### src/design/pfr_pkg.sv
// ----------------------------------------------------------------------------
// pfr_pkg: shared types and constants for the pixel format to RGBA8 converter
// Transaction payloads, configuration record, pipeline records, format codes.
// ----------------------------------------------------------------------------
`timescale 1ns / 1ps
`default_nettype none

package pfr_pkg;

	// default palette depth
	localparam int PALETTE_DEPTH_DEF = 256;
	// palette_size / index comparison width (holds 0..511)
	localparam int PAL_SIZE_W = 9;

	// input operation codes
	localparam logic OP_PAL_WRITE = 1'b0;
	localparam logic OP_PIXEL     = 1'b1;

	// source_format codes
	localparam logic [2:0] FMT_RGB8       = 3'd0;
	localparam logic [2:0] FMT_RGB16      = 3'd1;
	localparam logic [2:0] FMT_RGBA8      = 3'd2;
	localparam logic [2:0] FMT_RGBA16     = 3'd3;
	localparam logic [2:0] FMT_LUM8       = 3'd4;
	localparam logic [2:0] FMT_LUM_ALPHA8 = 3'd5;
	localparam logic [2:0] FMT_INDEX8     = 3'd6;

	// configuration register indexes
	localparam int CFG_IDX_W = 2;
	localparam logic [CFG_IDX_W-1:0] REG_SOURCE_FORMAT = 2'd0;
	localparam logic [CFG_IDX_W-1:0] REG_ALPHA_MODE    = 2'd1;
	localparam logic [CFG_IDX_W-1:0] REG_FILL_RGB      = 2'd2;
	localparam logic [CFG_IDX_W-1:0] REG_PALETTE_SIZE  = 2'd3;
	localparam int CFG_DATA_W = 32;

	// weighted luminance: sum = 2r+3g+b+bias, divided by 6 (8-bit) or 1542 (16-bit)
	localparam int LUM_SUM_W = 19;
	localparam logic [LUM_SUM_W-1:0] LUM_BIAS8  = 19'd3;
	localparam logic [LUM_SUM_W-1:0] LUM_BIAS16 = 19'd771;   // 3 * 257
	// reciprocals: x/6 = (x*2731)>>14 for x < 8192,
	// x/1542 = (x*348166)>>29 for x < 506482
	localparam logic [LUM_SUM_W-1:0] RECIP8   = 19'd2731;
	localparam int                   SHIFT8   = 14;
	localparam logic [LUM_SUM_W-1:0] RECIP16  = 19'd348166;
	localparam int                   SHIFT16  = 29;
	localparam int                   PROD_W   = 2 * LUM_SUM_W;

	localparam logic [31:0] OPAQUE_BLACK_RGB = 32'h00FF_FFFF;

	typedef struct packed {
		logic        operation;
		logic [7:0]  palette_index;
		logic [31:0] palette_word;
		logic [15:0] chan_a;
		logic [15:0] chan_b;
		logic [15:0] chan_c;
		logic [15:0] chan_d;
		logic        last_in;
	} in_item_t;

	typedef struct packed {
		logic [31:0] rgba_out;
		logic        last_out;
	} out_item_t;

	typedef struct packed {
		logic [2:0]            source_format;
		logic                  alpha_mode;
		logic [23:0]           fill_rgb;
		logic [PAL_SIZE_W-1:0] palette_size;
	} cfg_t;

	// stage 1: pixel fields alongside the palette read
	typedef struct packed {
		logic [15:0] chan_a;
		logic [15:0] chan_b;
		logic [15:0] chan_c;
		logic [15:0] chan_d;
		logic        last;
		logic        in_pal;
	} s1_t;

	// stage 2: base word plus pending luminance division
	typedef struct packed {
		logic [31:0]          base_word;
		logic [LUM_SUM_W-1:0] lum_sum;
		logic                 is16;
		logic                 use_lum;
		logic                 last;
	} s2_t;

endpackage

`default_nettype wire

### src/design/pfr_cfg_regs.sv
// ----------------------------------------------------------------------------
// pfr_cfg_regs: configuration register file
// Decodes the write channel into the four control registers.
// ----------------------------------------------------------------------------
`timescale 1ns / 1ps
`default_nettype none

module pfr_cfg_regs (
	input  wire logic                              clk,
	input  wire logic                              arst_n,
	input  wire logic                              wr_en,
	input  wire logic [pfr_pkg::CFG_IDX_W-1:0]     wr_index,
	input  wire logic [pfr_pkg::CFG_DATA_W-1:0]    wr_data,
	output pfr_pkg::cfg_t                          cfg
);

	import pfr_pkg::*;

	cfg_t cfg_q;

	always_ff @(posedge clk or negedge arst_n) begin
		if (!arst_n) begin
			cfg_q <= '0;
		end else if (wr_en) begin
			case (wr_index)
				REG_SOURCE_FORMAT: cfg_q.source_format <= wr_data[2:0];
				REG_ALPHA_MODE:    cfg_q.alpha_mode    <= wr_data[0];
				REG_FILL_RGB:      cfg_q.fill_rgb      <= wr_data[23:0];
				REG_PALETTE_SIZE:  cfg_q.palette_size  <= wr_data[PAL_SIZE_W-1:0];
				default: begin
				end
			endcase
		end
	end

	assign cfg = cfg_q;

endmodule

`default_nettype wire

### config.mk
export PLATFORM = sky130hd
export DESIGN_NAME = pfr_cfg_regs
export DESIGN_NICKNAME = d
export VERILOG_FILES = /design/src/design/pfr_pkg.sv /design/src/design/pfr_cfg_regs.sv
export SDC_FILE = /design/constraint.sdc
export NUM_CORES = 1
export LEC_CHECK = 0
export BUFFER_PORTS_ARGS = -buffer_cell sky130_fd_sc_hd__clkbuf_2
export CAP_MARGIN = 40
export CORE_MARGIN = 2
export CORE_UTILIZATION = 40
export DETAILED_ROUTE_END_ITERATION = 8
export GPL_ROUTABILITY_DRIVEN = 0
export PLACE_DENSITY = 0.74
export SYNTH_ARGS = -nofsm -noshare
export SYNTH_HDL_FRONTEND = slang
export SYNTH_SLANG_ARGS = --single-unit
### constraint.sdc
create_clock -name clk -period 0.8 [get_ports clk]
set_input_delay 0 -clock clk [delete_from_list [all_inputs] [get_ports clk]]
set_output_delay 0 -clock clk [all_outputs]
set_load 0.02 [all_outputs]
After elaboration in Yosys (flattened, before gate mapping)
Cells that the tools add are included.

storage, ports and cells
  memories = 0
  register bits after elaboration = 37
  RAM bits = 0
  bits of input ports = 37
  ROM bits = 0
  latch bits = 0
  word-level logic and storage cells = 12
  output and inout bits = 37

operators by class
  equality and inequality tests = 3
  $mul = 0
  bitwise gates (word level) = 0
  order comparisons = 0
  add/sub/neg operators = 0
  muxes and demuxes = 0
  reduce and logical (&&, ||, !) cells = 5
  divide/modulo/power cells = 0
  shift operators = 0

operator list
  kind                  number
  $reduce_and A2 Y1     4
  $eq A2 B2 Y1 const B  2
  $eq A2 B1 Y1 const B  1
  $logic_not A2 Y1      1

Logic depth before layout (Yosys ltp)
Gate-level depths: netlist (run 1).

  depth after elaboration = 2
  gate-level depth with buffers = 3
  gate-level depth less buffers = 2

Worst setup path before layout (run 1)
No wires, ideal clock.

  path type = reg-to-reg
  start = register cfg[0] (netlist name)
  end = register cfg_q, in the netlist cfg[0]
  path buffers = 0
  data arrival time = 0.703 ns
  slack = -0.027 ns
  period minus slack after synthesis = 0.827 ns
  stages on the path, launching flop included = 2
  library setup time = 0.125 ns
  cell sequence = dfrtp_1 > mux2_2

RTL lines
  element    RTL line            RTL
  to (decl)  pfr_cfg_regs.sv:19  cfg_t cfg_q;

Worst setup path in the final report (run 1)
  start = register cfg_q, in the netlist cfg[2]
  end = output cfg[2] (netlist name)

RTL lines
  element    RTL line            RTL
  to (decl)  pfr_cfg_regs.sv:14  output pfr_pkg::cfg_t cfg

No word-level cell between the ends.

==> results.cfg, run 1 <==
[critical_path]
reg2reg_from = cfg[24]
crit_slowest_cell = dfrtp_2
cp-start-kind = flip-flop
slowest_delay_ns = 0.42
startpoint = cfg[2]
path_delay_family = flip-flops
r2r_setup_slack_ns = 0
critical_path_class = reg2out
crit_chain = buf_6
cp_max_fo = 2
required_ns = 0.80
worstPathBufferInverterCount = 1
cp_data_arrival_time_ns = 0.84
reg2reg_to = cfg[24]
worstSetupEndpointType = primary output
r2r_cells = 1

[cts]
cts_root_buffer = clkbuf_8
path_clk_slew_ns = 0.07
htreeDepth = 2
clkSinkCount = 37
post-cts-setup-buffers = 0
clk_path_buf_depth = 2
cts_made_buffers = 5
worstSkewPairLatency_ns = 0.27
cts_tree = built

[grt]
grt_max_degree = 38
grt_util_all_layers_pct = 16.6
antenna_found_initial = 0
grt_pass1_vias = 1044
overflow = 0
grt_first_pass_wirelength_mm = 5.09

[min_path]
whs_path_depth = 2
min_path_type = in2reg
hold_end = cfg[33]
hold_path_startpoint = wr_data[0]

[floorplanning]
die_h_um = 65.0
coreArea_mm2 = 0.00363
die_area_mm2 = 0.00423
num_rows = 22
initial_core_util_pct = 41.0
num_io_pins = 74
die_w_um = 65.0

[yosys]
synth_xor_xnor_area_share_pct = 0
synth_top_family_by_area = multiplexers
synthAdderAreaFrac_pct = 0
synth_seq_cells = 37
synth.largest_area_cell = dfrtp_1
yosysTopAreaCellShare_pct = 62.1
yosysMostFrequentCell = dfrtp_1
synth-simple-area-share_pct = 3.36
synthMuxAreaShare_pct = 33.0
synth_compound_area_share_pct = 0
syn-num-nets = 117
yosys-top-cells-count = 37 x dfrtp_1, 20 x mux2_4, 17 x mux2_2, 2 x buf_6
synth_cells = 80
yosysWarnings = 0
ys_seq_area_share_pct = 62.1
ys_types = 8
synth_area_leaders = dfrtp_1 62%, mux2_4 20%, mux2_2 13%
syn_avg_cell_area_um2 = 18.6
syn-cell-area_mm2 = 0.00149
async_reset_ff_share_pct = 100
dominantRegCellSynth = dfrtp_1
synth_edf_count = 0

[drt]
firstDrtPassIters = 2
drc = 0
viasPerCell = 4.52
ant_nets = 0
via_count = 1025
wire_per_inst_um = 15.3
drt-total-wl_mm = 3.48
dr.first_iter.drc_count = 22

[sta]
min_period_ns = 0.836
finalCritPeriodShare_pct = 105
worst_slack_ns = -0.0363
skew_ns = 0
finalHoldViolCount = 0
max_freq_mhz = 1200
relSlewSlack_pct = 81.5
slew_violations = 0
rsz0062_at_grt = true
setup-violations-final = 39
max_slew.worst_pin.slew_ns = 0.277

[placed_design]
hpwlAfterDp_mm = 2.26
dp_slack_ns = -0.157
port_buffers = 65

[final_layout]
n_antenna_cell = 0
finalNetCount = 215
area_growth_syn_to_layout_pct = 75.1
multi_input_area_um2 = 594
drive_gt1_share_pct = 85.5
fillCellCount = 260
fin_util_pct = 71.8
seqCellArea_um2 = 972
largest_reg_flops = 37

[power_and_ir_drop]
ir_drop_uv = 1190
powerDensity_mw_per_mm2 = 2280
p_leak_nw = 1.28
total_power_mw = 5.96

[job]
cap_viol_max_count = 0

[outcome]
violations = setup timing
status = finished with violations
cells in the final DEF (no fill, tap or decap):
cell and instances:
clkinv_2 2, clkbuf_2 28, clkbuf_1 1, nand3b_4 1
dfrtp_2 37, mux2_2 3, buf_12 4, nand3b_1 1
buf_6 31, nand3_2 1, clkbuf_8 5, buf_8 6
dlygate4sd3_1 24, nor3b_2 1, mux2_4 34
routing by layer:
layer / wire length (um) / GRT usage, %
met1: 1320 / 20.3
met2: 1990 / 27.3
met3: 116 / 4.34
met4: 59 / 8.07
met5: 0 / 0
final cells by class:
class | count | share of cell area (%)
flip-flops and latches | 37 | 37.3
multi-input cells | 41 | 22.8
clock buffers | 6 | 2.78
repair buffers | 93 | 34.5
clock inverters | 2 | 0.384
well taps | 48 | 2.30
what timing repair did:
| item | CTS | global route |
|---|---|---|
| setup endpoints to repair | 37 | 39 |
| hold endpoints to repair | 70 | 0 |
| gates resized for setup | 12 | 99 |
| hold buffers | 24 | 0 |
kinds of logic after synthesis:
group,Yosys count
mux,37
flops,37
buf+inv,2
simple gates,4
where the power goes:
part | internal, mW | switching [mW]
Sequential | 2.30 | 0.302
Combinational | 1.32 | 0.837
Clock | 0.603 | 0.602
worst max path at each step:
stage | endpoint | cells after the start
final | cfg[2] | 1
after global routing | cfg[24] | 1
after CTS | cfg[19] | 1
after detailed placement | cfg[36] | 3
after global placement | cfg[36] | 3
after floorplan | cfg[34] | 1
metrics by stage:
step,hold WS [ns],setup TNS (ns),instance area (um^2),cells
floorplan,-0.296,-0.460,1590,80
global placement,-0.0249,-2.80,2030,195
detailed placement,-0.0165,-3.29,2030,195
CTS,0.0197,-1.76,2410,227
global route,0.0141,-2.24,2610,227
finish,0.0275,-0.875,2610,227
(Power assumes the default switching activity.)
==> run 2: changes to the inputs <==
GPL_TIMING_DRIVEN = 0   (was unset)
==> run 2 against run 1 <==
The run still ends with setup timing left. Non-clock buffer count stayed put. Final area grew 0.53%. Utilization grew 0.38 points. Sequential power about the same. Global-route usage rose by 0.79 points. Clock skew is the same. Combinational power about the same. Fmax shrank 1.4%. Count of clock-buffer cells in the layout up 1. Worst setup slack got worse by 0.012 ns.
==> results.cfg, run 2 (synthesized netlist as in run 1, its figures left out) <==
[outcome]
status = finished with violations
violations = setup timing

[power_and_ir_drop]
powerDensity_mw_per_mm2 = 2430
ir_drop_uv = 1150
p_leak_nw = 1.28

[critical_path]
cp_data_arrival_time_ns = 0.85
worstSetupEndpointType = primary output
critical_path_class = reg2out
required_ns = 0.80
crit_chain = buf_8
slowest_delay_ns = 0.43
path_delay_family = flip-flops
cp_max_fo = 2
crit_slowest_cell = dfrtp_2
cp-start-kind = flip-flop
worstPathBufferInverterCount = 1

[final_layout]
fin_util_pct = 72.2
n_antenna_cell = 0
area_growth_syn_to_layout_pct = 76.0
largest_reg_flops = 37
finalNetCount = 215
drive_gt1_share_pct = 84.9
final_common_cell = dfrtp_2
final_cell_mix = 37 x dfrtp_2, 34 x mux2_4, 33 x buf_6

[cts]
path_clk_slew_ns = 0.07
cts_tree = built
worstSkewPairLatency_ns = 0.28
clkSinkCount = 37
cts_made_buffers = 5
clk_path_buf_depth = 2
post-cts-setup-buffers = 0
htreeDepth = 2
cts_root_buffer = clkbuf_8

[drt]
wire_per_inst_um = 15.6
drc = 0
viasPerCell = 4.64
firstDrtPassIters = 4
dr.first_iter.drc_count = 10
drt-total-wl_mm = 3.53
ant_nets = 0
via_count = 1053

[sta]
final.setup.tns_ns = -1.12
relSlewSlack_pct = 73.3
slew_violations = 0
skew_ns = 0
holdWs_ns = 0.142
finalCritPeriodShare_pct = 106
setup-violations-final = 37
max_slew.worst_pin.slew_ns = 0.401
finalHoldViolCount = 0
worst_slack_ns = -0.0484
min_period_ns = 0.848
rsz0062_at_grt = true
max_freq_mhz = 1180

[grt]
grt_pass1_vias = 1121
antenna_found_initial = 0
overflow = 0
grt_first_pass_wirelength_mm = 5.44
grt_util_all_layers_pct = 17.4
grt_max_degree = 25

[floorplanning]
coreArea_mm2 = 0.00363
initial_core_util_pct = 41.0
num_io_pins = 74
num_rows = 22
die_area_mm2 = 0.00423
die_w_um = 65.0
die_h_um = 65.0

[job]
cap_viol_max_count = 0

[placed_design]
hpwlAfterDp_mm = 2.30
port_buffers = 65

[min_path]
min_path_type = in2reg
==> run 2: cell count changes in the layout (fill, tap and decap cells not counted) <==
cell and delta:
buf_12 -4, buf_6 +2, clkinv_2 -2, buf_16 +1, bufinv_16 +1, clkbuf_8 +1, dlygate4sd3_1 +1
==> run 2: worst paths after layout <==
path	from	to	slack, ns	cells past startpoint
max in group asynchronous	arst_n	cfg[15]	0.17	3
max	cfg[31]	cfg[31]	-0.05	1
min reg2reg	cfg[26]	cfg[26]	0.53	1
min	wr_index[0]	cfg[33]	0.14	3
max reg2reg	cfg[30]	cfg[30]	0	1
min in group asynchronous	arst_n	cfg[10]	0.17	2
==> run 2: area by class of cell <==
type	count	area [um^2]
fill	262	1010
sequential	37	972
timing repair buffer	91	857
multi-input combinational	41	594
clock buffer	7	86.3
tap	48	60.1
clock inverter	1	30.0
buffer	2	22.5
==> run 2: through the flow <==
| stage | setup slack (ns) | power [mW] | instances | area [um^2] |
|---|---|---|---|---|
| floorplan | -0.0133 | 3.52 | 80 | 1590 |
| detailed placement | -0.242 | 4.11 | 194 | 2000 |
| global route | -0.0735 | 6.66 | 227 | 2620 |
| finish | -0.0484 | 6.38 | 227 | 2620 |
| CTS | -0.0635 | 5.97 | 227 | 2420 |
| global placement | -0.219 | 4.04 | 193 | 1970 |
==> run 2: what timing repair did <==
item | 4_1_cts | 5_1_grt
pin swaps | 0 | 0
gates resized for setup | 12 | 99
hold buffers | 25 | 0
setup endpoints to repair | 37 | 41
endpoints found under the hold margin | 71 | 0
==> run 2: per-layer routing <==
metal / track usage, % / share of wire [%] / vias up
li1: - / - / 481
met1: 19.8 / 34 / 526
met2: 29.8 / 58 / 36
met3: 4.34 / 4.4 / 10
met4: 9.64 / 3.1 / 0
met5: 0 / 0 / -
==> run 2: power breakdown <==
group	switching, mW	internal (mW)	total (mW)	leakage (nW)
combinational	0.842	1.31	2.16	0.827
sequential	0.295	2.29	2.59	0.399
clock	0.615	1.02	1.63	0.0585
total	1.75	4.62	6.38	1.28
