File: src/design/pfr_pkg.sv
// ----------------------------------------------------------------------------
// pfr_pkg: shared types and constants for the pixel format to RGBA8 converter
// Transaction payloads, configuration record, pipeline records, format codes.
// ----------------------------------------------------------------------------
`timescale 1ns / 1ps
`default_nettype none

package pfr_pkg;

	// default palette depth
	localparam int PALETTE_DEPTH_DEF = 256;
	// palette_size / index comparison width (holds 0..511)
	localparam int PAL_SIZE_W = 9;

	// input operation codes
	localparam logic OP_PAL_WRITE = 1'b0;
	localparam logic OP_PIXEL     = 1'b1;

	// source_format codes
	localparam logic [2:0] FMT_RGB8       = 3'd0;
	localparam logic [2:0] FMT_RGB16      = 3'd1;
	localparam logic [2:0] FMT_RGBA8      = 3'd2;
	localparam logic [2:0] FMT_RGBA16     = 3'd3;
	localparam logic [2:0] FMT_LUM8       = 3'd4;
	localparam logic [2:0] FMT_LUM_ALPHA8 = 3'd5;
	localparam logic [2:0] FMT_INDEX8     = 3'd6;

	// configuration register indexes
	localparam int CFG_IDX_W = 2;
	localparam logic [CFG_IDX_W-1:0] REG_SOURCE_FORMAT = 2'd0;
	localparam logic [CFG_IDX_W-1:0] REG_ALPHA_MODE    = 2'd1;
	localparam logic [CFG_IDX_W-1:0] REG_FILL_RGB      = 2'd2;
	localparam logic [CFG_IDX_W-1:0] REG_PALETTE_SIZE  = 2'd3;
	localparam int CFG_DATA_W = 32;

	// weighted luminance: sum = 2r+3g+b+bias, divided by 6 (8-bit) or 1542 (16-bit)
	localparam int LUM_SUM_W = 19;
	localparam logic [LUM_SUM_W-1:0] LUM_BIAS8  = 19'd3;
	localparam logic [LUM_SUM_W-1:0] LUM_BIAS16 = 19'd771;   // 3 * 257
	// reciprocals: x/6 = (x*2731)>>14 for x < 8192,
	// x/1542 = (x*348166)>>29 for x < 506482
	localparam logic [LUM_SUM_W-1:0] RECIP8   = 19'd2731;
	localparam int                   SHIFT8   = 14;
	localparam logic [LUM_SUM_W-1:0] RECIP16  = 19'd348166;
	localparam int                   SHIFT16  = 29;
	localparam int                   PROD_W   = 2 * LUM_SUM_W;

	localparam logic [31:0] OPAQUE_BLACK_RGB = 32'h00FF_FFFF;

	typedef struct packed {
		logic        operation;
		logic [7:0]  palette_index;
		logic [31:0] palette_word;
		logic [15:0] chan_a;
		logic [15:0] chan_b;
		logic [15:0] chan_c;
		logic [15:0] chan_d;
		logic        last_in;
	} in_item_t;

	typedef struct packed {
		logic [31:0] rgba_out;
		logic        last_out;
	} out_item_t;

	typedef struct packed {
		logic [2:0]            source_format;
		logic                  alpha_mode;
		logic [23:0]           fill_rgb;
		logic [PAL_SIZE_W-1:0] palette_size;
	} cfg_t;

	// stage 1: pixel fields alongside the palette read
	typedef struct packed {
		logic [15:0] chan_a;
		logic [15:0] chan_b;
		logic [15:0] chan_c;
		logic [15:0] chan_d;
		logic        last;
		logic        in_pal;
	} s1_t;

	// stage 2: base word plus pending luminance division
	typedef struct packed {
		logic [31:0]          base_word;
		logic [LUM_SUM_W-1:0] lum_sum;
		logic                 is16;
		logic                 use_lum;
		logic                 last;
	} s2_t;

endpackage

`default_nettype wire

File: src/design/pfr_format_stage.sv
// ----------------------------------------------------------------------------
// pfr_format_stage: format decode
// Builds the packed word for direct formats and the luminance sum for the
// alpha path; registers the result as stage 2.
// ----------------------------------------------------------------------------
`timescale 1ns / 1ps
`default_nettype none

module pfr_format_stage (
	input  wire logic          clk,
	input  wire logic          arst_n,
	input  wire logic          advance,
	input  pfr_pkg::cfg_t      cfg,
	input  wire logic          valid_s1,
	input  pfr_pkg::s1_t       s1,
	input  wire logic [31:0]   entry,
	output logic               valid_s2,
	output pfr_pkg::s2_t       s2
);

	import pfr_pkg::*;

	s2_t  nxt;
	logic [15:0] lr, lg, lb;
	logic [LUM_SUM_W-1:0] bias;
	logic valid_s2_q;
	s2_t  s2_q;

	always_comb begin
		nxt           = '0;
		nxt.last      = s1.last;
		lr            = {8'h00, s1.chan_a[7:0]};
		lg            = {8'h00, s1.chan_b[7:0]};
		lb            = {8'h00, s1.chan_c[7:0]};
		bias          = LUM_BIAS8;
		if (!cfg.alpha_mode) begin
			case (cfg.source_format)
				FMT_RGB8:       nxt.base_word = {8'hFF, s1.chan_c[7:0], s1.chan_b[7:0],
					s1.chan_a[7:0]};
				FMT_RGB16:      nxt.base_word = {8'hFF, s1.chan_c[15:8], s1.chan_b[15:8],
					s1.chan_a[15:8]};
				FMT_RGBA8:      nxt.base_word = {s1.chan_d[7:0], s1.chan_c[7:0],
					s1.chan_b[7:0], s1.chan_a[7:0]};
				FMT_RGBA16:     nxt.base_word = {s1.chan_d[15:8], s1.chan_c[15:8],
					s1.chan_b[15:8], s1.chan_a[15:8]};
				FMT_LUM8:       nxt.base_word = {8'hFF, {3{s1.chan_a[7:0]}}};
				FMT_LUM_ALPHA8: nxt.base_word = {s1.chan_b[7:0], {3{s1.chan_a[7:0]}}};
				FMT_INDEX8:     nxt.base_word = s1.in_pal ? entry : 32'h0;
				default:        nxt.base_word = 32'h0;
			endcase
		end else begin
			case (cfg.source_format) inside
				FMT_RGB8, FMT_RGBA8: begin
					nxt.base_word = {8'h00, cfg.fill_rgb};
					nxt.use_lum   = 1'b1;
				end
				FMT_RGB16, FMT_RGBA16: begin
					nxt.base_word = {8'h00, cfg.fill_rgb};
					nxt.use_lum   = 1'b1;
					nxt.is16      = 1'b1;
					lr            = s1.chan_a;
					lg            = s1.chan_b;
					lb            = s1.chan_c;
					bias          = LUM_BIAS16;
				end
				FMT_LUM8, FMT_LUM_ALPHA8: begin
					nxt.base_word = {s1.chan_a[7:0], cfg.fill_rgb};
				end
				FMT_INDEX8: begin
					if (s1.in_pal) begin
						nxt.base_word = {8'h00, cfg.fill_rgb};
						nxt.use_lum   = 1'b1;
						lr            = {8'h00, entry[7:0]};
						lg            = {8'h00, entry[15:8]};
						lb            = {8'h00, entry[23:16]};
					end else begin
						nxt.base_word = OPAQUE_BLACK_RGB;
					end
				end
				default: nxt.base_word = 32'h0;
			endcase
		end
		nxt.lum_sum = {2'b00, lr, 1'b0} + ({3'b000, lg} + {2'b00, lg, 1'b0})
			+ {3'b000, lb} + bias;
	end

	always_ff @(posedge clk or negedge arst_n) begin
		if (!arst_n) begin
			valid_s2_q <= 1'b0;
		end else if (advance) begin
			valid_s2_q <= valid_s1;
		end
	end

	always_ff @(posedge clk) begin
		if (advance && valid_s1) begin
			s2_q <= nxt;
		end
	end

	assign valid_s2 = valid_s2_q;
	assign s2       = s2_q;

endmodule

`default_nettype wire

File: config.mk
export PLATFORM = sky130hd
export DESIGN_NAME = pfr_format_stage
export DESIGN_NICKNAME = d
export VERILOG_FILES = /design/src/design/pfr_pkg.sv /design/src/design/pfr_format_stage.sv
export SDC_FILE = /design/constraint.sdc
export NUM_CORES = 1
export LEC_CHECK = 0
export ABC_CLOCK_PERIOD_IN_PS = 1750
export BUFFER_PORTS_ARGS = -buffer_cell sky130_fd_sc_hd__buf_2
export CAP_MARGIN = 30
export CORE_UTILIZATION = 39
export CTS_BUF_LIST = sky130_fd_sc_hd__clkbuf_4 sky130_fd_sc_hd__clkbuf_8 sky130_fd_sc_hd__clkbuf_16
export CTS_CLUSTER_DIAMETER = 150
export DETAILED_ROUTE_END_ITERATION = 12
export HOLD_SLACK_MARGIN = 0.15
export PLACE_DENSITY_LB_ADDON = 0.15
export SYNTH_ARGS = -nofsm -noshare
export SYNTH_HDL_FRONTEND = slang
export SYNTH_SLANG_ARGS = --single-unit
export TNS_END_PERCENT = 30
File: constraint.sdc
create_clock -name clk -period 1.75 [get_ports clk]
set_input_delay 0.0875 -clock clk [delete_from_list [all_inputs] [get_ports clk]]
set_output_delay 0.0875 -clock clk [all_outputs]
set_load 0.1 [all_outputs]
# Word-level counts from Yosys, hierarchy flattened
# Index checks and enable logic that the tools add are counted.
[totals]
in_bits = 139
wordCells = 58
out_inout_bits = 55
register_bits = 55
[op_classes]
muxes = 35
addsub = 4
n_reduce_logical = 6
bitwise_logic = 1
n_eq_ne = 6
[op_table]
columns = ["operator", "count"]
rows = [
  ["one-hot mux 32 bit (7 select lines)", 1],
  ["two-way mux 16 bit", 12],
  ["two-way mux 32 bit", 5],
  ["two-way mux 24 bit", 2],
  ["two-way mux 8 bit", 6],
  ["two-way mux 19 bit", 2],
  ["adder 17 x 18 -> 19 bit", 1],
  ["adder 19 x 16 -> 19 bit", 1],
  ["adder 19 bit", 1],
  ["adder 16 x 17 -> 18 bit", 1],
  ["two-way mux 10 bit", 1],
  ["equality test 3 bit (second input constant)", 3],
  ["equality test 3 x 2 -> 1 bit (second input constant)", 2],
  ["two-way mux 1 bit", 6],
  ["OR reduction 2 bit", 3],
  ["equality test 3 x 1 -> 1 bit (second input constant)", 1],
  ["logical NOT 3 bit", 1],
  ["OR reduction 3 bit", 1],
  ["logical AND 1 bit", 1],
  ["inverter 1 bit", 1],
]

# Logic depth before layout (Yosys ltp)
[depth]
word_depth = 10
mapped_depth = 18
ltp_nobuf = 15

# Worst setup path before layout
# OpenSTA, ideal clock, no wires.
[synth_timing]
kind = "input to register"
start = "input port cfg[34] (netlist name)"
end = "register s2_q, in the netlist s2[21] (data pin)"
cell_stages = 15
required_ns = 1.570
setup_ns = 0.180
setup_slack_ns = -2.420
path_buffers = 3
t_arrival_ns = 3.990
cell_sequence = "buf_6 -> and4b_1 -> buf_4 -> nand2_4 -> buf_6 -> mux2_4 -> fa_1 -> fa_1 -> ha_1 -> ha_1 -> fa_1 -> a211oi_2 -> o211ai_1 -> a211o_1 -> a221oi_1"
[synth_lines]
columns = ["item", "line", "source"]
rows = [
  ["start: declaration", "pfr_format_stage.sv:13", "input pfr_pkg::cfg_t cfg,"],
  ["end signal: assignment", "pfr_format_stage.sv:97", "s2_q <= nxt;"],
  ["end: declaration", "pfr_format_stage.sv:27", "s2_t s2_q;"],
]

==> results.sh <==
export IMPL_status="finished with violations"
export IMPL_violations="setup timing"
export IMPL_initial_core_util_pct=40.1
export IMPL_async_reset_ff_share_pct=1.82
export IMPL_finalHoldViolations=0
export IMPL_fp_row_count=42
export IMPL_syn_area_sq_um=5320
export IMPL_ant_nets=0
export IMPL_synth_top_area_share_pct=30.5
export IMPL_rr_worst_depth=2
export IMPL_hpwl_mm=14.0
export IMPL_synth_edf_count=54
export IMPL_drive_above_1_share_pct=46.0
export IMPL_syn_nets=741
export IMPL_clkPwrFrac_pct=14.4
export IMPL_power_frac_comb_pct=60.9
export IMPL_diodes=0
export IMPL_reg2reg_from="valid_s2$_DFFE_PN0P_"
export IMPL_reg2reg_setup_slack_ps=450
export IMPL_critPathMaxStageDelay_ps=530
export IMPL_insertion_delay_ps=300
export IMPL_synth_cells_most_frequent="nand2_1 (58), edfxtp_1 (54), inv_1 (46)"
export IMPL_slew_headroom_pct=64.7
export IMPL_worst_slew_pin_slew_ps=530
export IMPL_worstReg2RegEnd="valid_s2$_DFFE_PN0P_"
export IMPL_fin_nets=1050
export IMPL_setup_viol=18
export IMPL_p_sw_uw=3180
export IMPL_finalPower_uw=7060
export IMPL_path_cells="buf_8, and4b_2, nand2_8, mux2_4, fa_1, fa_1, ha_4, ha_4, fa_2, a211oi_2, o211ai_1, a211o_1, a221oi_2"
export IMPL_whs_path_depth=3
export IMPL_slew_violations=0
export IMPL_maxCapViolations=0
export IMPL_ys_top_cells_by_area="edfxtp_1 (31%), fa_1 (12%), ha_1 (8.7%)"
export IMPL_rsz0062_at_grt="true"
export IMPL_ir_worst_vdd_uv=564
export IMPL_ys_warn_count=0
export IMPL_die_h_microns=119
export IMPL_worstSetupPathType="input port to flop"
export IMPL_grt_pass1_vias=5671
export IMPL_finalWorstSetupSlack_ps=-1940
export IMPL_worst_endpoint_arrival_ps=3820
export IMPL_finClkSkew_ps=0
export IMPL_power_leakage_uw=0.00392
export IMPL_wire_per_inst_microns=17.5
export IMPL_grt_max_degree=55
export IMPL_clk_pin_slew_ps=70
export IMPL_p_seq_share_pct=24.7
export IMPL_synthToLayoutAreaGrowth_pct=52.1
export IMPL_cts_buffer_depth=2
export IMPL_gp_congestion=0.863
export IMPL_ios=194
export IMPL_grt_pass1_wl_mm=28.4
export IMPL_swShare_pct=45.1
export IMPL_netlist_instances=534
export IMPL_holdPathEnd="s2[27]$_DFFE_PP_"
export IMPL_hp_start="cfg[14]"
export IMPL_synthFlopType="edfxtp_1"
export IMPL_yosysSeqAreaShare_pct=31.0
export IMPL_cts_buffers=5
export IMPL_overflow=0
export IMPL_startpoint_type="input port"
export IMPL_die_area_sq_um=14100
export IMPL_core_region_area_sq_um=13200
export IMPL_max_clock_freq_mhz=271
export IMPL_stdcell_area_sq_um=8090
export IMPL_end_kind="flop"
export IMPL_viasPerCell=5.36
export IMPL_synth_largest_area_cell="edfxtp_1"
export IMPL_placed_area_sq_um=7300
export IMPL_tritoncts="yes"
export IMPL_dr_pass1_iters=6
export IMPL_clock_sinks=55
export IMPL_min_period_ps=3690
export IMPL_critPathBufInv=1
export IMPL_fin_crit_sh_pct=211
export IMPL_die_w_microns=119
export IMPL_intPower_uw=3880
export IMPL_utilization_pct=61.1
export IMPL_grt_total_usage_pct=25.7
export IMPL_cp_top_family="adder cells"
export IMPL_tns_ps=-27350
export IMPL_syn_avg_cell_area_sq_um=9.96
export IMPL_numPortBuffers=184
export IMPL_h_tree_depth=2
export IMPL_ys_types=57
export IMPL_synth_most_common_cell="nand2_1"
export IMPL_worstPathRequired_ps=1890
export IMPL_synth_seq_cells=55
export IMPL_drt_total_wl_mm=17.9
export IMPL_drt_iter0_drc=447
export IMPL_power_density_nw_per_um2=873
export IMPL_cts_root_buf="clkbuf_16"
export IMPL_pre_cts_slack_ps=-2390
export IMPL_antenna_found_initial=0
export IMPL_drc_errors=0
export IMPL_worstPathMaxFanout=6
export IMPL_vias=5465
export IMPL_hold_class="input port to flop"
export IMPL_slowest_stage="fa_1"
## placed cells by master, fill, tap and decap left out, types with 5 or more instances in the layout
master / netlist / layout
mux2i_1: 32 / 29
fa_1: 31 / 28
inv_1: 46 / 44
mux2_4: 9 / 10
xnor2_1: 9 / 9
clkbuf_16: 0 / 5
dlygate4sd3_1: 0 / 26
a222oi_1: 8 / 8
nor2b_1: 11 / 10
buf_4: 2 / 112
and3_1: 15 / 15
nor2_1: 30 / 30
ha_1: 37 / 19
nand2_1: 58 / 57
a22oi_1: 24 / 24
o22ai_1: 24 / 24
edfxtp_1: 54 / 54
a21oi_2: 0 / 8
o21ai_0: 30 / 27
a21oi_1: 15 / 7
ha_4: 0 / 16
buf_2: 9 / 182
## state kept, by name, summed over array words and instances, names as in the netlist
name / count
s2: 54
valid_s2: 1
## cells by family (layout without fill, tap and decap cells)
kind of cell | count (synthesis) | in the layout | share of synthesized area, %
compound gates | 136 | 136 | 17.7
xor+xnor | 13 | 13 | 2.14
fa+ha+maj | 68 | 68 | 20.4
buf+inv | 78 | 388 | 6.42
flops | 55 | 55 | 31.0
mux | 48 | 48 | 10.1
simple gates | 136 | 136 | 12.2
## repair_timing
action,CTS,global route
gates resized for setup,43,6
endpoints found under the setup margin,18,19
pin swaps,27,7
hold endpoints to repair,24,0
buffers inserted,10,1
gates cloned,0,0
hold buffers,26,0
## stage by stage
stage                     cells  hold slack, ps
final                      1020             154
after global routing       1020             168
after CTS                  1019             157
after detailed placement    975            -137
after global placement      975            -138
after floorplan             534            -208
## cell type report
cell class / instances / area [sq um]
flip-flops and latches: 55 / 1650
clock buffers: 5 / 125
clock inverters: 3 / 20.0
fillers: 1154 / 5160
well taps: 176 / 220
multi-input cells: 401 / 3710
repair buffers: 331 / 2180
inverters: 49 / 184
## power groups by stage
| stage | Combinational [uW] | Sequential (uW) | Clock (uW) |
|---|---|---|---|
| final | 4300 | 1740 | 1010 |
| after CTS | 4230 | 1750 | 1050 |
| after detailed placement | 3820 | 1780 | 0 |
| after floorplan | 1520 | 2940 | 0 |
| after global routing | 4580 | 1760 | 1070 |
| after global placement | 3780 | 1770 | 0 |
## worst max-delay path by stage
| stage | endpoint | cells after the start | from | slack, ps |
|---|---|---|---|---|
| floorplan | s2[21]$_DFFE_PP_ | 15 | cfg[34] | -2180 |
| global placement | s2[21]$_DFFE_PP_ | 13 | cfg[34] | -2290 |
| detailed placement | s2[21]$_DFFE_PP_ | 13 | cfg[34] | -2390 |
| CTS | s2[21]$_DFFE_PP_ | 13 | cfg[34] | -1900 |
| global route | s2[20]$_DFFE_PP_ | 17 | cfg[34] | -2040 |
| finish | s2[21]$_DFFE_PP_ | 13 | cfg[34] | -1940 |
## per-layer routing
metal	share of wire (%)	up-vias	wire, microns	track usage [%]
li1	-	2567	-	-
met1	43	2662	7690	33.1
met2	49	208	8760	44.4
met3	5.7	28	1020	3.23
met4	2.3	0	403	8.62
met5	0	-	0	0
## worst register-to-register path: cells and delay by family, from the launching register on
kind / cells / cell delay (ps)
buffers and inverters: 1 / 550
flip-flops: 1 / 380
multiplexers: 1 / 250
Power figures use the tool's default switching activity.
